--- config.mk ---
export PLATFORM = sky130hd
export DESIGN_NAME = csv_field_splitter
export DESIGN_NICKNAME = d
export VERILOG_FILES = /design/src/hw/rtl/csvfs_pkg.sv /design/src/hw/rtl/csvfs_decode.sv /design/src/hw/rtl/csv_field_splitter.sv
export SDC_FILE = /design/constraint.sdc
export NUM_CORES = 1
export LEC_CHECK = 0
export ABC_AREA = 0
export BUFFER_PORTS_ARGS = -buffer_cell sky130_fd_sc_hd__buf_2
export CORE_MARGIN = 3
export CORE_UTILIZATION = 46
export CTS_CLUSTER_SIZE = 14
export DETAILED_ROUTE_END_ITERATION = 12
export MAX_ROUTING_LAYER = met4
export PLACE_DENSITY_LB_ADDON = 0.2
export SLEW_MARGIN = 20
export SYNTH_ARGS = -nofsm -noshare
export SYNTH_HDL_FRONTEND = slang
export SYNTH_SLANG_ARGS = --single-unit
--- constraint.sdc ---
create_clock -name i_clk -period 4.3 [get_ports i_clk]
set_clock_uncertainty 0.15 [all_clocks]
set_input_delay 0.215 -clock i_clk [delete_from_list [all_inputs] [get_ports i_clk]]
set_output_delay 0.215 -clock i_clk [all_outputs]
set_load 0.01 [all_outputs]
--- src/hw/rtl/csvfs_pkg.sv ---
// Shared types and constants of the field splitter.
// Holds the character codes, result kind codes, the parser state struct and
// the result record. No dependencies.
package csvfs_pkg;

    // Character codes the parser reacts to.
    localparam logic [7:0] CH_QUOTE = 8'h22;
    localparam logic [7:0] CH_SPACE = 8'h20;
    localparam logic [7:0] CH_TAB   = 8'h09;
    localparam logic [7:0] CH_CR    = 8'h0D;
    localparam logic [7:0] CH_LF    = 8'h0A;
    localparam logic [7:0] CH_NUL   = 8'h00;

    // Reset value of the delimiter register, a comma.
    localparam logic [7:0] DELIM_RESET = 8'd44;

    // Result kind codes.
    localparam logic [1:0] KIND_BYTE       = 2'd0;
    localparam logic [1:0] KIND_FIELD_END  = 2'd1;
    localparam logic [1:0] KIND_RECORD_END = 2'd2;

    // Depth of the result queue; two results per item plus one to keep
    // single-result items flowing at one per cycle when the output is not stalled.
    localparam int unsigned QDEPTH = 3;

    // Parser state carried from one item to the next.
    typedef struct packed {
        logic in_quote;
        logic quote_pending;
        logic field_nonempty;
        logic trim_done;
        logic line_done;
    } t_state;

    // One result record.
    typedef struct packed {
        logic [1:0] kind;
        logic [7:0] out_byte;
        logic       last;
    } t_result;

endpackage

--- src/hw/rtl/csvfs_decode.sv ---
// Per-item decision logic of the field splitter.
// Takes one registered item and the current parser state and gives the next
// state and up to two results. Depends on csvfs_pkg.
module csvfs_decode (
    input  csvfs_pkg::t_state  i_state,
    input  logic [7:0]         i_delim,
    input  logic [7:0]         i_in_byte,
    input  logic               i_byte_valid,
    input  logic               i_line_end,
    output csvfs_pkg::t_state  o_state,
    output logic [1:0]         o_nres,
    output csvfs_pkg::t_result o_res0,
    output csvfs_pkg::t_result o_res1
);
    import csvfs_pkg::*;

    t_state     s;
    logic       unquoted;
    logic       content;
    logic       have;
    logic [1:0] have_kind;
    logic [7:0] have_byte;

    // Byte handling, then the line end, in the order the format defines.
    always_comb begin
        s         = i_state;
        unquoted  = 1'b0;
        content   = 1'b0;
        have      = 1'b0;
        have_kind = KIND_BYTE;
        have_byte = 8'h00;

        if (i_byte_valid && !i_state.line_done) begin
            if (i_state.quote_pending) begin
                // A quote waited for this byte: a second quote is a literal.
                s.quote_pending = 1'b0;
                if (i_in_byte == CH_QUOTE) begin
                    content = 1'b1;
                end else begin
                    s.in_quote = 1'b0;
                    unquoted   = 1'b1;
                end
            end else if (i_state.in_quote) begin
                if (i_in_byte == CH_NUL) begin
                    s.line_done = 1'b1;
                end else if (i_in_byte == CH_QUOTE) begin
                    s.quote_pending = 1'b1;
                end else begin
                    content = 1'b1;
                end
            end else begin
                unquoted = 1'b1;
            end

            // Byte seen outside quotes.
            if (unquoted) begin
                if (i_in_byte == CH_NUL) begin
                    s.line_done = 1'b1;
                end else if (i_in_byte == CH_QUOTE && !s.field_nonempty) begin
                    s.in_quote = 1'b1;
                end else if (i_in_byte == i_delim) begin
                    have             = 1'b1;
                    have_kind        = KIND_FIELD_END;
                    s.field_nonempty = 1'b0;
                    s.trim_done      = 1'b0;
                end else if (i_in_byte inside {CH_CR, CH_LF}) begin
                    s.line_done = 1'b1;
                end else begin
                    content = 1'b1;
                end
            end

            // Content byte: leading blanks are dropped but mark the field.
            if (content) begin
                s.field_nonempty = 1'b1;
                if (s.trim_done || !(i_in_byte inside {CH_SPACE, CH_TAB})) begin
                    s.trim_done = 1'b1;
                    have        = 1'b1;
                    have_kind   = KIND_BYTE;
                    have_byte   = i_in_byte;
                end
            end
        end

        // The line end item closes the record and clears the state.
        if (i_line_end) begin
            s = '0;
        end
    end

    // Result assembly.
    always_comb begin
        o_state       = s;
        o_nres        = {1'b0, have} + {1'b0, i_line_end};
        o_res0        = '0;
        o_res1        = '0;
        o_res1.kind   = KIND_RECORD_END;
        o_res1.last   = 1'b1;
        if (have) begin
            o_res0.kind     = have_kind;
            o_res0.out_byte = have_byte;
            o_res0.last     = !i_line_end;
        end else begin
            o_res0.kind = KIND_RECORD_END;
            o_res0.last = 1'b1;
        end
    end

endmodule

--- src/hw/rtl/csv_field_splitter.sv ---
// Top level of the field splitter: input register, parser state, result queue.
// Instantiates csvfs_decode; depends on csvfs_pkg.
//
// The splitter takes one byte transaction per cycle, unless o_stall is high,
// into an input register and decides it there, writing its results into a
// three-entry result queue that drives the output port. Items that give zero
// or one result flow at one per cycle when the output is not stalled; an item
// giving two results (a byte or field end with the record end) uses the single
// output port twice, and the input stalls while the queue lacks room for both.
// Items pass through the input register and then the result queue. The
// delimiter register must be written only while the block is idle.
module csv_field_splitter (
    input  logic       i_clk,
    input  logic       i_rst_n,
    // Configuration.
    input  logic       i_delimiter_we,
    input  logic [7:0] i_delimiter_data,
    // Input channel.
    input  logic       i_valid,
    output logic       o_stall,
    input  logic [7:0] i_in_byte,
    input  logic       i_byte_valid,
    input  logic       i_line_end,
    // Output channel.
    output logic       o_valid,
    input  logic       i_stall,
    output logic [1:0] o_kind,
    output logic [7:0] o_out_byte,
    output logic       o_last
);
    import csvfs_pkg::*;

    logic [7:0] r_delim;
    t_state     r_state;
    t_state     dec_state;

    logic       r_in_valid;
    logic [7:0] r_in_byte;
    logic       r_byte_valid;
    logic       r_line_end;

    t_result    r_q [QDEPTH];
    t_result    n_q [QDEPTH];
    logic [1:0] r_cnt;
    logic [1:0] n_cnt;

    logic [1:0] nres;
    t_result    res0;
    t_result    res1;
    logic       pop;
    logic       in_accept;
    logic       advance;
    logic [2:0] cnt_pop;

    // Decision logic for the registered item.
    csvfs_decode u_decode (
        .i_state      (r_state),
        .i_delim      (r_delim),
        .i_in_byte    (r_in_byte),
        .i_byte_valid (r_byte_valid),
        .i_line_end   (r_line_end),
        .o_state      (dec_state),
        .o_nres       (nres),
        .o_res0       (res0),
        .o_res1       (res1)
    );

    // Handshake: the item leaves the input register when its results fit.
    assign pop       = o_valid && !i_stall;
    assign cnt_pop   = {1'b0, r_cnt} - {2'b00, pop};
    assign advance   = r_in_valid && ((cnt_pop + {1'b0, nres}) <= 3'(QDEPTH));
    assign o_stall   = r_in_valid && !advance;
    assign in_accept = i_valid && !o_stall;

    // Result queue: shift out at the head, append after the remaining entries.
    always_comb begin
        for (int i = 0; i < QDEPTH; i++) begin
            if (pop && (i < QDEPTH - 1)) begin
                n_q[i] = r_q[i + 1];
            end else begin
                n_q[i] = r_q[i];
            end
            if (advance && (nres != 2'd0) && (cnt_pop == 3'(i))) begin
                n_q[i] = res0;
            end
            if (advance && (nres == 2'd2) && ((cnt_pop + 3'd1) == 3'(i))) begin
                n_q[i] = res1;
            end
        end
        n_cnt = cnt_pop[1:0] + (advance ? nres : 2'd0);
    end

    // Control registers.
    always_ff @(posedge i_clk) begin
        if (!i_rst_n) begin
            r_delim    <= DELIM_RESET;
            r_state    <= '0;
            r_in_valid <= 1'b0;
            r_cnt      <= 2'd0;
        end else begin
            if (i_delimiter_we) begin
                r_delim <= i_delimiter_data;
            end
            if (advance) begin
                r_state <= dec_state;
            end
            if (in_accept) begin
                r_in_valid <= 1'b1;
            end else if (advance) begin
                r_in_valid <= 1'b0;
            end
            r_cnt <= n_cnt;
        end
    end

    // Payload registers.
    always_ff @(posedge i_clk) begin
        if (in_accept) begin
            r_in_byte    <= i_in_byte;
            r_byte_valid <= i_byte_valid;
            r_line_end   <= i_line_end;
        end
        for (int i = 0; i < QDEPTH; i++) begin
            r_q[i] <= n_q[i];
        end
    end

    // Output port driven from the queue head.
    assign o_valid    = (r_cnt != 2'd0);
    assign o_kind     = r_q[0].kind;
    assign o_out_byte = r_q[0].out_byte;
    assign o_last     = r_q[0].last;

endmodule
==> results.cfg, run 1 <==
[sta]
relSlewSlack_pct = 55.2
hold_viol_final = 0
fin_crit_sh_pct = 94.7
setup_tns_ns = 0
max_freq_ghz = 0.246
setup_viol = 0
rsz0062_at_grt = no
worst_pin_slew_ns = 0.670
slew_violations = 0
post-route-min-period_ns = 4.07

[final_layout]
stdcell_area_um2 = 3540
fill_cells = 491
fin_util_pct = 62.0
area_growth_pct = 25.1
drive_gt1_share_pct = 23.1
final_nets = 389
antenna_cells = 0

[placement]
place_area_um2 = 3110
hpwl_um = 4310
gp_congestion = 0.913
portBuffers = 35

[drt]
vias = 2270
viasPerCell = 5.21
antenna_left = 0
dr.pass1.iters = 4
first_iter_violations = 121
wl_per_cell_um = 14.0
drcViolationCount = 0
routed_wl_um = 6100

[critical_path]
reg2reg_from = r_in_byte[3]
worst-setup-path-type = reg2reg
path_cells = nor2b_1 > a22o_1 > nand3_1 > or2_2 > a31o_2 > inv_1 > ha_1 > ha_1 > fa_2 > or3_1 > or4b_4 > or3_4 > o22ai_2
r2r_cells = 13
slowest_stage = or4b_4
startpoint_type = flop
r2r-end = r_q[0][12]
crit_top_cell = ha_1
cp.required_ns = 4.41
crit_arrival_ns = 4.18
cp_max_fo = 5
r2r_setup_slack_ns = 0.23
critPathCapture = r_q[0][12]
endpoint_kind = flop
cp-startpoint = r_in_byte[3]
critPathMaxStageDelay_ns = 0.54

[yosys]
synth_area_leaders = dfxtp_1 35%, edfxtp_1 11%, mux2i_1 9.6%
syn_avg_cell_area_um2 = 9.52
syn_inst = 297
syn_nets = 327
ys_types = 48
synthArstFlopShare_pct = 0
yosysTopAreaCell = dfxtp_1
synth_ff_type = dfxtp_1
synth.top_cell.area_share_pct = 34.7
ys_seq_area_share_pct = 45.3
yosys_warnings = 0
ys_seq_elements = 59
synth_edf_count = 10
syn-cell-area_um2 = 2830

[power]
leakagePower_nw = 1.51
peakVddDrop_v = 0.000308
power_density_nw_per_um2 = 524

[floorplanning]
num_rows = 27
dieWidth_um = 84.4
io_pins = 36
dieArea_um2 = 7120
core_um2 = 5710
dieHeight_um = 84.4
initial_core_util_pct = 49.5

[grt]
grt_usage_pct = 18.9
busiest_layer = met2
grt_use_met3_pct = 3.53
use_met1_pct = 25.0
grt_overflow = 0
grt_pass1_wl_um = 10400
grt_pass1_vias = 2180
antenna_found_initial = 0
use_met2_pct = 28.4
grt_max_degree = 23

[clocking]
cts_buffer_depth = 2
path_clk_slew_ns = 0.07
cts_root_buffer = clkbuf_8
clkLatencyLatePin_ns = 0.33
cts-buffers-inserted = 9
h-tree-depth = 3
cts_sinks = 59
cts_tree = done

[run_status]
status = complete, no violations

[run]
maxCapViolCount = 0

[worst_hold_path]
hold_path_class = in2reg
[registers in the layout (all words and copies together), names as in the netlist]
signal / flops
r_byte_valid: 1
r_cnt: 2
r_delim: 8
r_in_byte: 8
r_in_valid: 1
r_line_end: 1
r_q: 33
r_state: 5
[metal layers]
metal | vias to the layer above | share of wire, % | routed length [um]
met5 | - | 0 | 0
met4 | 0 | 1.2 | 72
met3 | 9 | 2.9 | 178
met2 | 42 | 46 | 2790
met1 | 1050 | 50 | 3060
li1 | 1169 | - | -
[worst max-delay path: cells and delay by family (launching register included)]
family	cells	cell delay, ns
DFF	1	0.46
and+or+nand+nor	6	1.95
adders and majority gates	3	0.81
buffers and inverters	1	0.06
AOI/OAI and AO/OA	3	0.57
[layout make-up]
type | instances | area [um2] | area share, %
sequential | 59 | 1280 | 36.2
tap | 72 | 90.1 | 2.55
timing repair buffer | 75 | 523 | 14.8
clock inverter | 6 | 62.6 | 1.77
inverter | 11 | 41.3 | 1.17
clock buffer | 10 | 149 | 4.21
multi-input combinational | 203 | 1390 | 39.3
[how the worst min path moves through the flow]
stage	startpoint	end	slack (ns)	cells past startpoint
after floorplan	i_byte_valid	r_byte_valid	0.16	0
after global placement	i_in_byte[2]	r_in_byte[2]	0.24	1
after detailed placement	i_byte_valid	r_byte_valid	0.24	1
after CTS	i_rst_n	r_delim[2]	0.04	2
after global routing	i_rst_n	r_delim[3]	0.06	2
final	i_rst_n	r_delim[3]	0.05	2
[per-stage QoR]
step                power (W)  hold slack [ns]  setup WS, ns  cells
finish                0.00185           0.0504         0.229    436
CTS                   0.00186           0.0408        0.0615    434
global route          0.00198           0.0626        0.0376    436
detailed placement    0.00132            0.243        0.0840    399
floorplan             0.00120            0.164         0.146    297
global placement      0.00131            0.241         0.177    399
[cell usage after synthesis (6+ instances only)]
cell type,n
dfxtp_1,49
nand2_1,34
mux2i_1,27
o22ai_1,14
nor2_1,12
o21ai_0,11
buf_4,10
clkbuf_1,10
edfxtp_1,10
nor2b_1,10
inv_1,9
xnor2_1,9
a21oi_1,8
nand2b_1,7
nand3_1,7
ha_1,6
[timing repair]
item	4_1_cts	5_1_grt
setup endpoints to repair	0	20
buffers inserted	0	2
hold buffers	19	0
resized for setup	0	4
hold endpoints to repair	19	0
[power breakdown]
group	total [W]	internal (W)	leakage [nW]	switching, W
registers	0.000799	0.000715	0.501	0.0000834
logic	0.000532	0.000265	0.902	0.000268
clock network	0.000523	0.000301	0.111	0.000222
total	0.00185	0.00128	1.51	0.000573
[cell families after synthesis]
group           share of synthesized area [%]
simple gates                             17.9
compound gates                           14.4
flops                                    45.3
buf+inv                                  6.02
mux                                      9.96
xor+xnor                                 3.10
fa+ha+maj                                3.36
[placed cells by master, fill, tap and decap left out, drive strengths merged, types with 10 or more instances in the layout]
cell,n
buf,56
edfxtp,10
dfxtp,49
o21ai,12
clkbuf,10
nor2,12
nand2,34
inv,10
mux2i,27
dlygate4sd3,19
nor2b,10
o22ai,17
(Power assumes the default switching activity.)
==> run 2: changes to the inputs <==
==> constraint.sdc (replaced) <==
create_clock -name i_clk -period 4.6 [get_ports i_clk]
set_clock_uncertainty 0.15 [all_clocks]
set_input_delay 0.23 -clock i_clk [delete_from_list [all_inputs] [get_ports i_clk]]
set_output_delay 0.23 -clock i_clk [all_outputs]
set_load 0.01 [all_outputs]
==> run 2 against run 1 <==
Compared with the run above:
- global-route usage decreased by 0.70 points
- power decreased by 8.1%
- hold slack got worse by 0.040 ns
- sequential power decreased by 6.1%
- design area decreased by 4.0%
- count of clock-buffer cells in the layout increased by 1
- register-to-register slack improved by 0.08 ns
- largest power group unchanged
==> results.cfg, run 2 (synthesized netlist as in run 1, its figures left out) <==
[run_status]
status = complete, no violations

[sta]
whs_ns = 0.0104
setup_tns_ns = 0
fin_crit_sh_pct = 93.2
worst_pin_slew_ns = 0.650
setup_viol = 0
max_freq_ghz = 0.233
rsz0062_at_grt = no
hold_viol_final = 0
slew_violations = 0
relSlewSlack_pct = 56.6
post-route-min-period_ns = 4.29
worst_slack_ns = 0.313

[grt]
antenna_found_initial = 0
grt_pass1_wl_um = 10000
grt_usage_pct = 18.2
grt_pass1_vias = 2142
grt_max_degree = 23
grt_overflow = 0

[clocking]
path_clk_slew_ns = 0.07
cts_sinks = 59
clkLatencyLatePin_ns = 0.33
cts_tree = done
cts_buffer_depth = 2
cts_root_buffer = clkbuf_8
postCtsSetupBuffers = 0
h-tree-depth = 3
cts-buffers-inserted = 9

[final_layout]
antenna_cells = 0
reg_top3 = r_q (33), r_delim (8), r_in_byte (8)
final_nets = 373
layout_common_cells = 49 x dfxtp_1, 35 x buf_2, 33 x nand2_1
final_common_cell = dfxtp_1
regMostFlops = r_q
area_growth_pct = 20.1
largest_reg_flops = 33
drive_gt1_share_pct = 19.6

[drt]
drcViolationCount = 0
vias = 2267
wl_per_cell_um = 14.3
antenna_left = 0
dr.pass1.iters = 4
viasPerCell = 5.41
first_iter_violations = 102
routed_wl_um = 6010

[floorplanning]
dieArea_um2 = 7120
num_rows = 27
dieWidth_um = 84.4
io_pins = 36
dieHeight_um = 84.4
core_um2 = 5710
initial_core_util_pct = 49.5

[critical_path]
crit_arrival_ns = 4.40
endpoint_kind = flop
worst-setup-path-type = reg2reg
startpoint_type = flop
cp.required_ns = 4.71
r2r_cells = 13
cp_max_fo = 11

[power]
internal-power_w = 0.00118
combPwrFrac_pct = 27.9
power_density_nw_per_um2 = 502
seqPwrFrac_pct = 44.0
power_frac_clock_pct = 28.1
p_sw_share_pct = 30.9
peakVddDrop_v = 0.000238
leakagePower_nw = 1.43
switching_power_w = 0.000527

[run]
maxCapViolCount = 0

[worst_hold_path]
hold_depth = 3
hold_path_class = in2reg

[placement]
post-place-ws_ns = 0.236
portBuffers = 35
gp_congestion = 0.824
hpwl_um = 4220
-- run 2: final timing paths --
path / start / to / slack (ns)
setup reg to reg: r_in_byte[1] / r_q[0][15] / 0.31
hold reg to reg: r_q[0][29] / r_q[0][29] / 0.31
setup / recovery: r_in_byte[1] / r_q[0][15] / 0.31
hold / removal: i_delimiter_data[7] / r_delim[7] / 0.01
-- run 2: layout make-up --
type	count	area, um2
fillers	481	2310
flip-flops and latches	59	1280
clock buffers	11	153
multi-input cells	203	1390
inverters	11	41.3
well taps	72	90.1
repair buffers	59	395
clock inverters	4	48.8
-- run 2: repair_timing --
item,CTS,global route
setup endpoints to repair,0,12
hold buffers,16,0
hold endpoints to repair,16,0
resized for setup,0,3
-- run 2: per-layer routing --
metal  GRT usage, %  up-vias  share of wire [%]
met5              -        -                  0
met4           8.78        0                1.8
met3           3.63       12                4.0
met2           27.5       58                 46
met1           23.2     1049                 48
li1               -     1148                  -
-- run 2: power by group through the flow --
stage | Clock, W | Sequential, W | Combinational, W
global placement | 0 | 0.000754 | 0.000456
floorplan | 0 | 0.000736 | 0.000383
detailed placement | 0 | 0.000759 | 0.000464
CTS | 0.000491 | 0.000748 | 0.000477
finish | 0.000479 | 0.000750 | 0.000476
global route | 0.000518 | 0.000766 | 0.000532
-- run 2: through the flow --
stage / total power, W / cells / instance area (um2) / util [%]
after floorplan: 0.00112 / 297 / 2830 / -
after global placement: 0.00121 / 388 / 3020 / 53.0
after detailed placement: 0.00122 / 388 / 3020 / 53.0
after CTS: 0.00172 / 419 / 3390 / 59.3
after global routing: 0.00182 / 419 / 3400 / 59.5
final: 0.00170 / 419 / 3400 / 59.5
-- run 2: critical path, stage by stage (launching register included) --
cell and delay (ns):
edfxtp_1 0.54, xnor2_1 0.19, nand4_1 0.10, nor2_1 0.25, o2111a_1 0.38, a31o_2 0.20, inv_1 0.06, ha_1 0.28
ha_1 0.19, fa_1 0.41, or3_1 0.38, or4b_4 0.56, or3_4 0.38, o22ai_2 0.15
